<file path="src/hw/rtl/euc_dist_pkg.sv">
// ----------------------------------------------------------------------------
// Euclidean distance package
// Fixed widths and limits shared by the distance block and its checker.
// ----------------------------------------------------------------------------
`default_nettype none

package euc_dist_pkg;

  localparam int SUM_BITS  = 45;
  localparam int DIST_BITS = 30;
  // Number of two-bit digit groups that cover the sum of squares.
  localparam int SUM_PAIRS = (SUM_BITS + 1) / 2;
  localparam int M_TDATA_W = ((DIST_BITS + 7) / 8) * 8;

  localparam logic [SUM_BITS-1:0]  SUM_MAX  = '1;
  localparam logic [DIST_BITS-1:0] DIST_MAX = '1;

endpackage

`default_nettype wire

</file>
<file path="src/hw/rtl/euclidean_distance_top.sv">
// ----------------------------------------------------------------------------
// Euclidean distance top level
// Streaming L2 norm of the difference of two vectors, fixed point result.
// ----------------------------------------------------------------------------
// Each slave beat carries one document element and the matching query element
// in s_tdata, a pair flag in s_tuser and the end of the vector in s_tlast. The
// squared difference is added to a saturating 45-bit sum. The beat with s_tlast
// high produces one master beat: the floor of the square root of the sum with
// FRACTION_BITS fraction bits, clamped to DIST_MAX, in m_tdata, and the sum
// saturation flag in m_tuser. A beat with neither pair nor tlast has no effect.
// Timing: after a pair beat s_tready stays low through one multiply and one
// saturating add, so no new beat is taken until both are done. A last beat
// adds the square root, computed by one shared compare/subtract unit that
// retires one result bit per cycle, and then the emit state loads the output
// register, waiting while an earlier result is still unread. m_tvalid rises
// and s_tready returns in the same cycle.
// The output register decouples the sides: new input beats are taken while a
// result waits; only a second result waits for m_tready before it is loaded.
// Reset clears the sum, the saturation flag, the sequencer and m_tvalid.
// ----------------------------------------------------------------------------
`default_nettype none

module euclidean_distance_top
  import euc_dist_pkg::*;
#(
  parameter int ELEMENT_BITS  = 16,
  parameter int FRACTION_BITS = 8
) (
  input  wire                                         clk,
  input  wire                                         rst,
  input  wire                                         s_tvalid,
  output logic                                        s_tready,
  // s_tdata: doc_element, query_element (low bit up), zero padded
  input  wire  [((2*ELEMENT_BITS+7)/8)*8-1:0]         s_tdata,
  // s_tuser: has_pair
  input  wire                                         s_tuser,
  input  wire                                         s_tlast,
  output logic                                        m_tvalid,
  input  wire                                         m_tready,
  // m_tdata: distance, zero padded
  output logic [M_TDATA_W-1:0]                        m_tdata,
  // m_tuser: saturated
  output logic                                        m_tuser
);

  localparam int MAG_W   = ELEMENT_BITS + 1;
  localparam int SQ_W    = 2 * MAG_W;
  localparam int ADD_W   = ((SQ_W > SUM_BITS) ? SQ_W : SUM_BITS) + 1;
  localparam int ROOT_W  = SUM_PAIRS + FRACTION_BITS;
  localparam int REM_W   = ROOT_W + 2;
  localparam int CNT_W   = $clog2(ROOT_W + 1);
  localparam int CMP_W   = (ROOT_W > DIST_BITS) ? ROOT_W : DIST_BITS;
  localparam int SHIFT_W = 2 * SUM_PAIRS;

  typedef enum logic [2:0] {
    ST_IDLE,
    ST_SQUARE,
    ST_ACCUM,
    ST_ROOT,
    ST_EMIT
  } state_t;

  state_t                state;
  logic [MAG_W-1:0]      mag;
  logic [SQ_W-1:0]       square;
  logic                  last_item;
  logic [SUM_BITS-1:0]   sum;
  logic                  overflow;
  logic [SHIFT_W-1:0]    shifter;
  logic [REM_W-1:0]      rem;
  logic [ROOT_W-1:0]     root;
  logic [CNT_W-1:0]      count;

  logic [ELEMENT_BITS-1:0] doc_element;
  logic [ELEMENT_BITS-1:0] query_element;
  logic [MAG_W-1:0]        diff;
  logic [MAG_W-1:0]        mag_next;
  logic [ADD_W-1:0]        sum_ext;
  logic                    sum_sat;
  logic [SUM_BITS-1:0]     sum_next;
  logic [1:0]              pair;
  logic [REM_W-1:0]        rem_shift;
  logic [REM_W-1:0]        trial;
  logic                    take_bit;
  logic [REM_W-1:0]        rem_next;
  logic [ROOT_W-1:0]       root_next;
  logic [CMP_W-1:0]        root_ext;
  logic [DIST_BITS-1:0]    distance;

  assign doc_element   = s_tdata[ELEMENT_BITS-1:0];
  assign query_element = s_tdata[2*ELEMENT_BITS-1:ELEMENT_BITS];

  assign s_tready = (state == ST_IDLE);

  // Sign-extended difference and its magnitude; 2^ELEMENT_BITS - 1 at most.
  assign diff     = {doc_element[ELEMENT_BITS-1], doc_element}
                  - {query_element[ELEMENT_BITS-1], query_element};
  assign mag_next = diff[MAG_W-1] ? (~diff + MAG_W'(1)) : diff;

  assign sum_ext  = ADD_W'(sum) + ADD_W'(square);
  assign sum_sat  = (sum_ext > ADD_W'(SUM_MAX));
  assign sum_next = sum_sat ? SUM_MAX : sum_ext[SUM_BITS-1:0];

  // One digit of the restoring square root. Once the sum's digits are used up,
  // zeros shift in and the fraction bits follow with the same step.
  assign pair      = shifter[SHIFT_W-1 -: 2];
  assign rem_shift = {rem[REM_W-3:0], pair};
  assign trial     = {root, 2'b01};
  assign take_bit  = (rem_shift >= trial);
  assign rem_next  = take_bit ? (rem_shift - trial) : rem_shift;
  assign root_next = {root[ROOT_W-2:0], take_bit};

  assign root_ext  = CMP_W'(root);
  assign distance  = (root_ext > CMP_W'(DIST_MAX)) ? DIST_MAX : root_ext[DIST_BITS-1:0];

  always_ff @(posedge clk) begin
    if (rst) begin
      state    <= ST_IDLE;
      sum      <= '0;
      overflow <= 1'b0;
      m_tvalid <= 1'b0;
    end else begin
      // The emit state drives m_tvalid itself.
      if (m_tvalid && m_tready && (state != ST_EMIT)) begin
        m_tvalid <= 1'b0;
      end
      unique case (state)
        ST_IDLE: begin
          if (s_tvalid) begin
            mag       <= mag_next;
            last_item <= s_tlast;
            if (s_tuser) begin
              state <= ST_SQUARE;
            end else if (s_tlast) begin
              shifter <= SHIFT_W'(sum);
              rem     <= '0;
              root    <= '0;
              count   <= CNT_W'(ROOT_W);
              state   <= ST_ROOT;
            end
          end
        end
        ST_SQUARE: begin
          square <= SQ_W'(mag) * SQ_W'(mag);
          state  <= ST_ACCUM;
        end
        ST_ACCUM: begin
          sum <= sum_next;
          if (sum_sat) begin
            overflow <= 1'b1;
          end
          if (last_item) begin
            shifter <= SHIFT_W'(sum_next);
            rem     <= '0;
            root    <= '0;
            count   <= CNT_W'(ROOT_W);
            state   <= ST_ROOT;
          end else begin
            state <= ST_IDLE;
          end
        end
        ST_ROOT: begin
          shifter <= {shifter[SHIFT_W-3:0], 2'b00};
          rem     <= rem_next;
          root    <= root_next;
          count   <= count - CNT_W'(1);
          if (count == CNT_W'(1)) begin
            state <= ST_EMIT;
          end
        end
        ST_EMIT: begin
          // Wait here only while an earlier result still sits unread.
          if (!m_tvalid || m_tready) begin
            m_tvalid <= 1'b1;
            m_tdata  <= M_TDATA_W'(distance);
            m_tuser  <= overflow;
            sum      <= '0;
            overflow <= 1'b0;
            state    <= ST_IDLE;
          end
        end
        default: begin
          state <= ST_IDLE;
        end
      endcase
    end
  end

endmodule

`default_nettype wire

</file>
<file path="config.mk">
export PLATFORM = sky130hd
export DESIGN_NAME = euclidean_distance_top
export DESIGN_NICKNAME = d
export VERILOG_FILES = /design/src/hw/rtl/euc_dist_pkg.sv /design/src/hw/rtl/euclidean_distance_top.sv
export SDC_FILE = /design/constraint.sdc
export NUM_CORES = 1
export LEC_CHECK = 0
export CORE_MARGIN = 5
export CORE_UTILIZATION = 45
export CTS_CLUSTER_DIAMETER = 120
export DETAILED_ROUTE_END_ITERATION = 6
export DONT_BUFFER_PORTS = 1
export MAX_ROUTING_LAYER = met4
export PLACE_DENSITY = 0.72
export SLEW_MARGIN = 10
export SYNTH_ARGS = -nofsm -noshare
export SYNTH_HDL_FRONTEND = slang
export SYNTH_SLANG_ARGS = --single-unit
</file>
<file path="constraint.sdc">
create_clock -name clk -period 35.3 [get_ports clk]
set_input_delay 1.765 -clock clk [delete_from_list [all_inputs] [get_ports clk]]
set_output_delay 1.765 -clock clk [all_outputs]
set_load 0.1 [all_outputs]
</file>
Word level (Yosys, flattened, before mapping)
Index checks and enable logic that the tools add are counted.

word-level totals
  output and inout port bits = 35
  bits of input ports = 38
  logic and storage cells = 91
  register bits = 246

cells by class
  bitwise logic cells = 2
  reduce and logical (&&, ||, !) cells = 14
  multipliers = 1
  add/sub/neg operators = 5
  $lt $le $gt $ge = 3
  equal/unequal tests = 14
  muxes and demuxes = 38

operators with widths
  operator                                                         number
  two-way mux 31 bit                                               9
  case mux 31 bit (3 select lines)                                 2
  two-way mux 46 bit                                               4
  case mux 46 bit (3 select lines)                                 1
  two-way mux 45 bit                                               2
  case mux 45 bit (2 select lines)                                 1
  adder 45 x 34 -> 46 bit                                          1
  greater-than comparator 46 x 45 -> 1 bit, second input constant  1
  multiplier 17 x 17 -> 34 bit                                     1
  greater-or-equal comparator 33 bit                               1
  greater-than comparator 31 x 30 -> 1 bit, second input constant  1
  subtractor 31 bit                                                1
  two-way mux 5 bit                                                4
  adder 17 x 1 -> 17 bit, second input constant                    1
  NOT 17 bit                                                       1
  subtractor 16 x 16 -> 17 bit                                     1
  two-way mux 16 bit                                               1
  two-way mux 3 bit                                                5
  case mux 3 bit (5 select lines)                                  1
  case mux 5 bit (3 select lines)                                  1
  != test 2 bit, second input constant                             6
  AND reduction 3 bit                                              3
  == test 3 x 2 -> 1 bit, second input constant                    2
  AND reduction 6 bit                                              1
  other kinds (19)                                                 25

Depth between registers and ports, before layout
Gate-level depths: netlist of run 1.

  depth after elaboration = 5
  gate-level depth with buffers = 24
  gate-level depth less buffers = 24

Least setup slack after synthesis of run 1
No wires, ideal clock.

  path kind = input-to-reg
  start = input rst
  end = register count[0], enable pin
  cell stages on the path = 2
  arrival = 19.530 ns
  path buffers = 1
  setup time = 1.187 ns
  data required time = 34.113 ns
  path slack = 14.582 ns
  cell sequence = clkbuf_1 -> a2111oi_0

on the way
  word-level cells in the longest chain between the ends = 2

RTL lines
  item                           line                           text
  start: declaration             euclidean_distance_top.sv:30   input wire rst,
  NOT 1 bit (no line)            --
  AND reduction 6 bit (no line)  --
  end signal: assignment         euclidean_distance_top.sv:138  count <= CNT_W'(ROOT_W);
  end signal: assignment         euclidean_distance_top.sv:156  count <= CNT_W'(ROOT_W);
  end signal: assignment         euclidean_distance_top.sv:166  count <= count - CNT_W'(1);
  end: declaration               euclidean_distance_top.sv:72   logic [CNT_W-1:0] count;

Every way passes these cells.
A chain may end at the register's enable or synchronous reset.

Worst setup path after layout of run 1
  start = register mag[2]
  end = register square[32] (data pin)

on the way
  word-level cells in the longest chain between the ends = 1

RTL lines
  item                          line                           text
  start: declaration            euclidean_distance_top.sv:64   logic [MAG_W-1:0] mag;
  start signal: assignment      euclidean_distance_top.sv:130  mag <= mag_next;
  multiplier 17 x 17 -> 34 bit  euclidean_distance_top.sv:144  square <= SQ_W'(mag) * SQ_W'(mag);
  end signal: assignment        euclidean_distance_top.sv:144
  end: declaration              euclidean_distance_top.sv:65   logic [SQ_W-1:0] square;

Every way passes these cells.

==> results of run 1 <==
## synthesized netlist by cell type (all sizes together) (7+ instances only)
cell type  count
inv          359
nand2        265
ha           196
edfxtp       195
fa           194
a21oi        165
nor2         145
xnor2         83
clkbuf        77
nand3         76
o21ai         73
and2          66
dfxtp         50
a21o          41
xor2          37
a31oi         34
nor3          31
o21a          31
and3          29
mux2i         22
a211oi        21
o21bai        21
nand4         17
buf           16
o211ai        16
nor2b         15
nand2b        13
o31ai         11
or3           11
and4           7
## cell type report
class	instances	area (sq um)	share of cell area [%]
diodes	2	5.00	0.0206
flip-flops and latches	245	6860	28.2
clock inverters	16	213	0.874
multi-input cells	1729	14200	58.4
inverters	360	1350	5.56
clock buffers	35	727	2.99
well taps	672	841	3.46
repair buffers	13	118	0.484
## worst reg2reg max path, stage by stage (launching register included)
cell and delay, ns:
edfxtp_1 0.75, nand2_1 0.22, fa_1 0.59, inv_1 0.05, fa_1 0.47, inv_1 0.05, fa_1 0.50, inv_1 0.04
ha_1 0.31, fa_1 0.54, inv_1 0.06, fa_1 0.53, inv_1 0.04, ha_1 0.35, a2111oi_0 1.04, a2111oi_0 0.38
nor4_1 0.40, o21ai_0 0.19, a31o_2 0.26, a21oi_1 0.16, xnor2_1 0.08
## state kept, by name, indices dropped and copies added, names as in the netlist
name       flops
count          5
last_item      1
m_tdata       30
m_tuser        1
m_tvalid       1
mag           17
overflow       1
rem           31
root          31
shifter       46
square        33
state          3
sum           45
## layer usage
metal,global-route usage (%),part of all wire (%),vias up
met1,24.3,42,8402
met2,33.0,49,484
met4,6.19,3.4,0
met3,2.66,5.1,121
li1,-,-,8158
met5,-,0,-
## kinds of logic after synthesis
logic type,count (synthesis)
AO/OA/AOI/OAI,498
XOR/XNOR,120
adder cells (fa/ha/maj),390
buffers and inverters,453
flip-flops,245
multiplexers,23
other,1
AND/OR/NAND/NOR,696
## cells in the final DEF, fill, tap and decap left out, types with 5 or more instances in the layout
cell type	instances
inv_1	359
nand2_1	262
ha_1	196
edfxtp_1	195
fa_1	194
a21oi_1	165
nor2_1	142
xnor2_1	83
nand3_1	76
o21ai_0	69
and2_1	63
dfxtp_1	50
a21o_1	41
xor2_1	37
a31oi_1	34
o21a_1	31
and3_1	29
nor3_1	28
clkbuf_16	28
mux2i_1	22
o21bai_1	21
a211oi_1	18
nand4_1	17
o211ai_1	15
nor2b_1	14
nand2b_1	13
buf_4	12
or3_1	11
o31ai_1	10
and4_1	7
clkbuf_1	7
a22oi_1	6
o22ai_1	6
o2111ai_1	5
a311oi_1	5
a2bb2oi_1	5
clkinv_1	5
## stage by stage
| step | area (sq um) | utilization, % | worst slack, ns |
|---|---|---|---|
| detailed placement | 23400 | 46.6 | 28.04 |
| global route | 24300 | 48.5 | 27.80 |
| CTS | 24300 | 48.5 | 28.01 |
| global placement | 23400 | 46.6 | 28.23 |
| floorplan | 22800 | - | 14.58 |
| finish | 24300 | 48.5 | 28.04 |
## how the worst max path moves through the flow
stage / from / end / depth (start not counted)
floorplan: rst / count[0] / 2
global placement: mag[2] / square[32] / 20
detailed placement: mag[2] / square[32] / 20
CTS: mag[2] / square[32] / 20
global route: mag[2] / square[32] / 20
finish: mag[2] / square[32] / 20
==> impl_metrics.toml, run 1 <==
[drt]
ant_nets = 0
route.detailed.drc = 0
vias = 17200
first_pass_iters = 5
vias_per_cell = 5.59
routed_wl_um = 53400
first_iter_violations = 1323
wl_per_cell_um = 17.4

[synthesis]
yosysTopAreaCellShare_pct = 25.7
synth.area.top_cells = "edfxtp_1 26%, fa_1 17%, ha_1 11%"
synth.largest_area_cell = "edfxtp_1"
synthArstFlopShare_pct = 0
synth_top_family_by_area = "adder cells"
synthMuxAreaShare_pct = 1.02
synth-compound-area-share_pct = 14.4
avgSynthCellArea_sq_um = 9.39
synth-seq-area-share_pct = 30.1
yosys_most_used_dff = "edfxtp_1"
synth_edf_count = 195
ys_warn_count = 0
synth_xor_area_share_pct = 4.61
yosysUniqueCellTypes = 92
postSynthCellCount = 2426
synth-seq-cells = 245
synthAdderAreaFrac_pct = 27.8
synthSimpleGateAreaFrac_pct = 14.4
syn_area_sq_mm = 0.0228

[hold_path]
hold_end = "sum[20]"
worstHoldStart = "sum[20]"
hold-path-cell-count = 2
hold_class = "reg -> reg"

[setup_path]
worstPathRequired_ns = 35.61
reg2reg_depth = 20
worstPathCellList = "nand2_1 -> fa_1 -> inv_1 -> fa_1 -> inv_1 -> fa_1 -> inv_1 -> ha_1 -> fa_1 -> inv_1 -> fa_1 -> inv_1 -> ha_1 -> a2111oi_0 -> a2111oi_0 -> nor4_1 -> o21ai_0 -> a31o_2 -> a21oi_1 -> xnor2_1"
crit_buf_inv = 5
crit_family = "adder cells"
worstPathMaxFanout = 18
cp_slowest_cell = "a2111oi_0"
r2r-start = "mag[2]"
critPathLaunchType = "flip-flop"
max_stage_delay_ns = 1.04
r2r-end = "square[32]"
path_class = "reg -> reg"
rrSetupSlack_ns = 28.04
endpoint_kind = "flip-flop"
worstPathArrival_ns = 7.57

[clock_tree]
h-tree-depth = 1
cts_made_buffers = 28
cts_hold_buf = 0
clk_path_buf_depth = 3
cts_setup_buffers = 0
cts_tree = "done"
clock_latency_ns = 0.58
clockRootBuffer = "clkbuf_16"
cts.clk_slew.worst_paths_ns = 0.06
cts_resized = 0
clkSinkCount = 245

[cells_and_area]
area_delta_synth_final_pct = 6.76
nets = 2805
drive_gt1_share_pct = 3.67
nFillCells = 4583
instances_no_fill = 3072

[floorplan]
ios = 73
num_rows = 82
start_util_pct = 45.4
die_area_sq_mm = 0.0552
die_h_um = 235
chipWidth_um = 235
core_sq_mm = 0.0502

[global_route]
overflow = 0
grt_pass1_vias = 17800
grt_max_degree = 60
antenna_found_initial = 2
grt_usage_pct = 19.5
grt_pass1_wl_um = 88700

[sta]
fin_crit_ns = 7.26
min_period_over_period_pct = 20.6
rsz0062_at_grt = "no"
whs_ns = 0.476
worst_pin_slew_ns = 1.15
clock_skew_ns = 0.0256
slew_viol_final = 0
relSlewSlack_pct = 21.1
setup_viol = 0
hold_violations = 0
fmax_mhz = 138
fin_tns_setup_ns = 0

[placed_design]
dp_hpwl_um = 40400
gp_congestion = 0.960
port_buffers = 0
dp_cells = 3019

[run]
cap_violations = 0

[outcome]
outcome = "finished clean"
Power of run 1 is not shown: default switching activity piles up to over one toggle a cycle in this logic, so the estimate is an artifact.
==> run 2, diff against run 1 <==
--- a/config.mk
+++ b/config.mk
@@ -5,13 +5,14 @@
 export SDC_FILE = /design/constraint.sdc
 export NUM_CORES = 1
 export LEC_CHECK = 0
+export ABC_AREA = 1
 export CORE_MARGIN = 5
 export CORE_UTILIZATION = 45
 export CTS_CLUSTER_DIAMETER = 120
 export DETAILED_ROUTE_END_ITERATION = 6
 export DONT_BUFFER_PORTS = 1
 export MAX_ROUTING_LAYER = met4
-export PLACE_DENSITY = 0.72
+export PLACE_DENSITY = 0.74
 export SLEW_MARGIN = 10
 export SYNTH_ARGS = -nofsm -noshare
 export SYNTH_HDL_FRONTEND = slang
==> constraint.sdc (replaced) <==
create_clock -name clk -period 6.4 [get_ports clk]
set_input_delay 0.32 -clock clk [delete_from_list [all_inputs] [get_ports clk]]
set_output_delay 0.32 -clock clk [all_outputs]
set_load 0.1 [all_outputs]
==> impl_metrics.toml, run 2 <==
[floorplan]
chipWidth_um = 243
ios = 73
die_h_um = 243
num_rows = 85
start_util_pct = 45.4
core_sq_mm = 0.0537
die_area_sq_mm = 0.0589

[sta]
clock_skew_ns = 0.0142
slew_viol_final = 0
worst_pin_slew_ns = 1.16
min_period_over_period_pct = 94.4
relSlewSlack_pct = 22.8
fin_tns_setup_ns = 0
fin_crit_ns = 6.04
hold_violations = 0
whs_ns = 0.0822
fmax_mhz = 166
setup_viol = 0

[synthesis]
synth_commonest_cells = "789 x nand2_1, 639 x inv_1, 229 x nor2_1"
synth.largest_area_cell = "edfxtp_1"
yosys_most_used_dff = "edfxtp_1"
postSynthCellCount = 3137
synth-seq-cells = 245
yosysTopAreaCellShare_pct = 24.0
syn_area_sq_mm = 0.0244
synth_edf_count = 195
synthArstFlopShare_pct = 0
synth-seq-area-share_pct = 28.1
avgSynthCellArea_sq_um = 7.77
synth.most_common_cell = "nand2_1"
ys_warn_count = 0
yosysUniqueCellTypes = 51
synth.area.top_cells = "edfxtp_1 24%, fa_1 16%, nand2_1 12%"

[setup_path]
crit_buf_inv = 7
worstPathMaxFanout = 10
crit_family = "adder cells"
cp_slowest_cell = "edfxtp_1"
worstPathArrival_ns = 6.34
worstPathRequired_ns = 6.70
path_class = "reg -> reg"
endpoint_kind = "flip-flop"
worstPathCellList = "buf_4 -> buf_4 -> nand2_1 -> inv_1 -> fa_1 -> inv_1 -> fa_1 -> inv_1 -> ha_1 -> fa_1 -> inv_1 -> fa_1 -> fa_1 -> inv_1 -> ha_1 -> a21o_1 -> a21oi_2 -> o21bai_1 -> a21oi_1 -> o21ai_1 -> nand2_1 -> nand2_1 -> nand2_1 -> nand2_1"
max_stage_delay_ns = 0.58
critPathLaunchType = "flip-flop"

[global_route]
grtUsageMet3_pct = 2.45
overflow = 0
grt_pass1_wl_um = 98400
antenna_found_initial = 0
grt_usage_pct = 20.5
met2_usage_pct = 34.0
grt_pass1_vias = 20100
busiest_layer = "met2"
grt_max_degree = 114
met1_usage_pct = 26.2

[cells_and_area]
drive_gt1_share_pct = 5.26
nets = 3562
design_area_sq_mm = 0.0262
largest_reg_flops = 46
top_register = "shifter"
largestRegisters = "shifter x46, sum x45, square x33"
antenna_cells = 0
area_delta_synth_final_pct = 7.42
layout_commonest_cell = "nand2_1"
mostFrequentLayoutCells = "789 x nand2_1, 639 x inv_1, 224 x nor2_1, 196 x ha_1, 195 x edfxtp_1"
instances_no_fill = 3851

[placed_design]
dp_cells = 3773
port_buffers = 0
post_dp_cell_area_sq_mm = 0.0251
dp_hpwl_um = 46800
gp_congestion = 0.979

[clock_tree]
cts.clk_slew.worst_paths_ns = 0.06
cts_made_buffers = 27
h-tree-depth = 1
clkSinkCount = 245
clk_path_buf_depth = 3
clock_latency_ns = 0.56
clockRootBuffer = "clkbuf_16"
cts_tree = "done"

[drt]
route.detailed.drc = 0
wl_per_cell_um = 15.3
vias = 19900
first_iter_violations = 1252
ant_nets = 0
vias_per_cell = 5.17
first_pass_iters = 5
routed_wl_um = 58800

[outcome]
outcome = "finished clean"

[run]
cap_violations = 0

[hold_path]
hold_class = "in -> reg"
[run 2: cell count changes in the layout (fill, tap and decap cells not counted), moves of 28 or more]
cell / delta
xnor2_1: -55
nor2_1: +82
nand4_1: +38
buf_4: +36
and2_1: -60
nand3_1: +66
o21ai_1: +47
a21o_1: -33
and3_1: -28
inv_1: +280
nand2_1: +527
[run 2: cell families after synthesis]
group                    synth area share [%]
AO/OA/AOI/OAI                            8.59
XOR/XNOR                                 3.09
adder cells (fa/ha/maj)                  26.0
buffers and inverters                    11.7
flip-flops                               28.1
multiplexers                           0.0462
other                                  0.0154
AND/OR/NAND/NOR                          22.5
[run 2: final cells by class]
class | instances | area (sq um)
clock buffer | 33 | 728
clock inverter | 17 | 141
fill | 5156 | 27500
inverter | 653 | 2450
multi-input combinational | 2155 | 14700
sequential | 245 | 6860
tap | 696 | 871
timing repair buffer | 52 | 410
[run 2: timing repair]
item,CTS,global route
setup endpoints to repair,0,4
gates resized for setup,0,1
hold buffers,3,0
hold endpoints to repair,20,0
buffers inserted,0,25
[run 2: worst paths after layout]
path,slack (ns),end,start,cells after the start
worst max-delay path,0.36,square[32],mag[2],24
worst min register to register,0.44,m_tuser,overflow,0
worst min-delay path,0.08,state[0],s_tlast,4
worst max register to register,0.36,square[32],mag[2],24
[run 2: metal layers]
layer | part of all wire, % | vias to the layer above
met5 | 0 | -
met3 | 4.9 | 120
met1 | 44 | 9442
met2 | 47 | 467
met4 | 3.8 | 0
li1 | - | 9875
[run 2: through the flow]
step | utilization [%] | setup WS (ns)
floorplan | - | 0.586
global placement | 46.7 | 0.374
detailed placement | 46.7 | 0.272
CTS | 48.4 | 0.232
global route | 48.8 | -0.0204
finish | 48.8 | 0.361
[run 2: tightest hold or removal path, cell delays in order]
cell and delay [ns]:
nor2_1 0.08, nor3_1 0.07, inv_1 0.07, nor3_1 0.04
Power of run 2 is left out for the same reason.
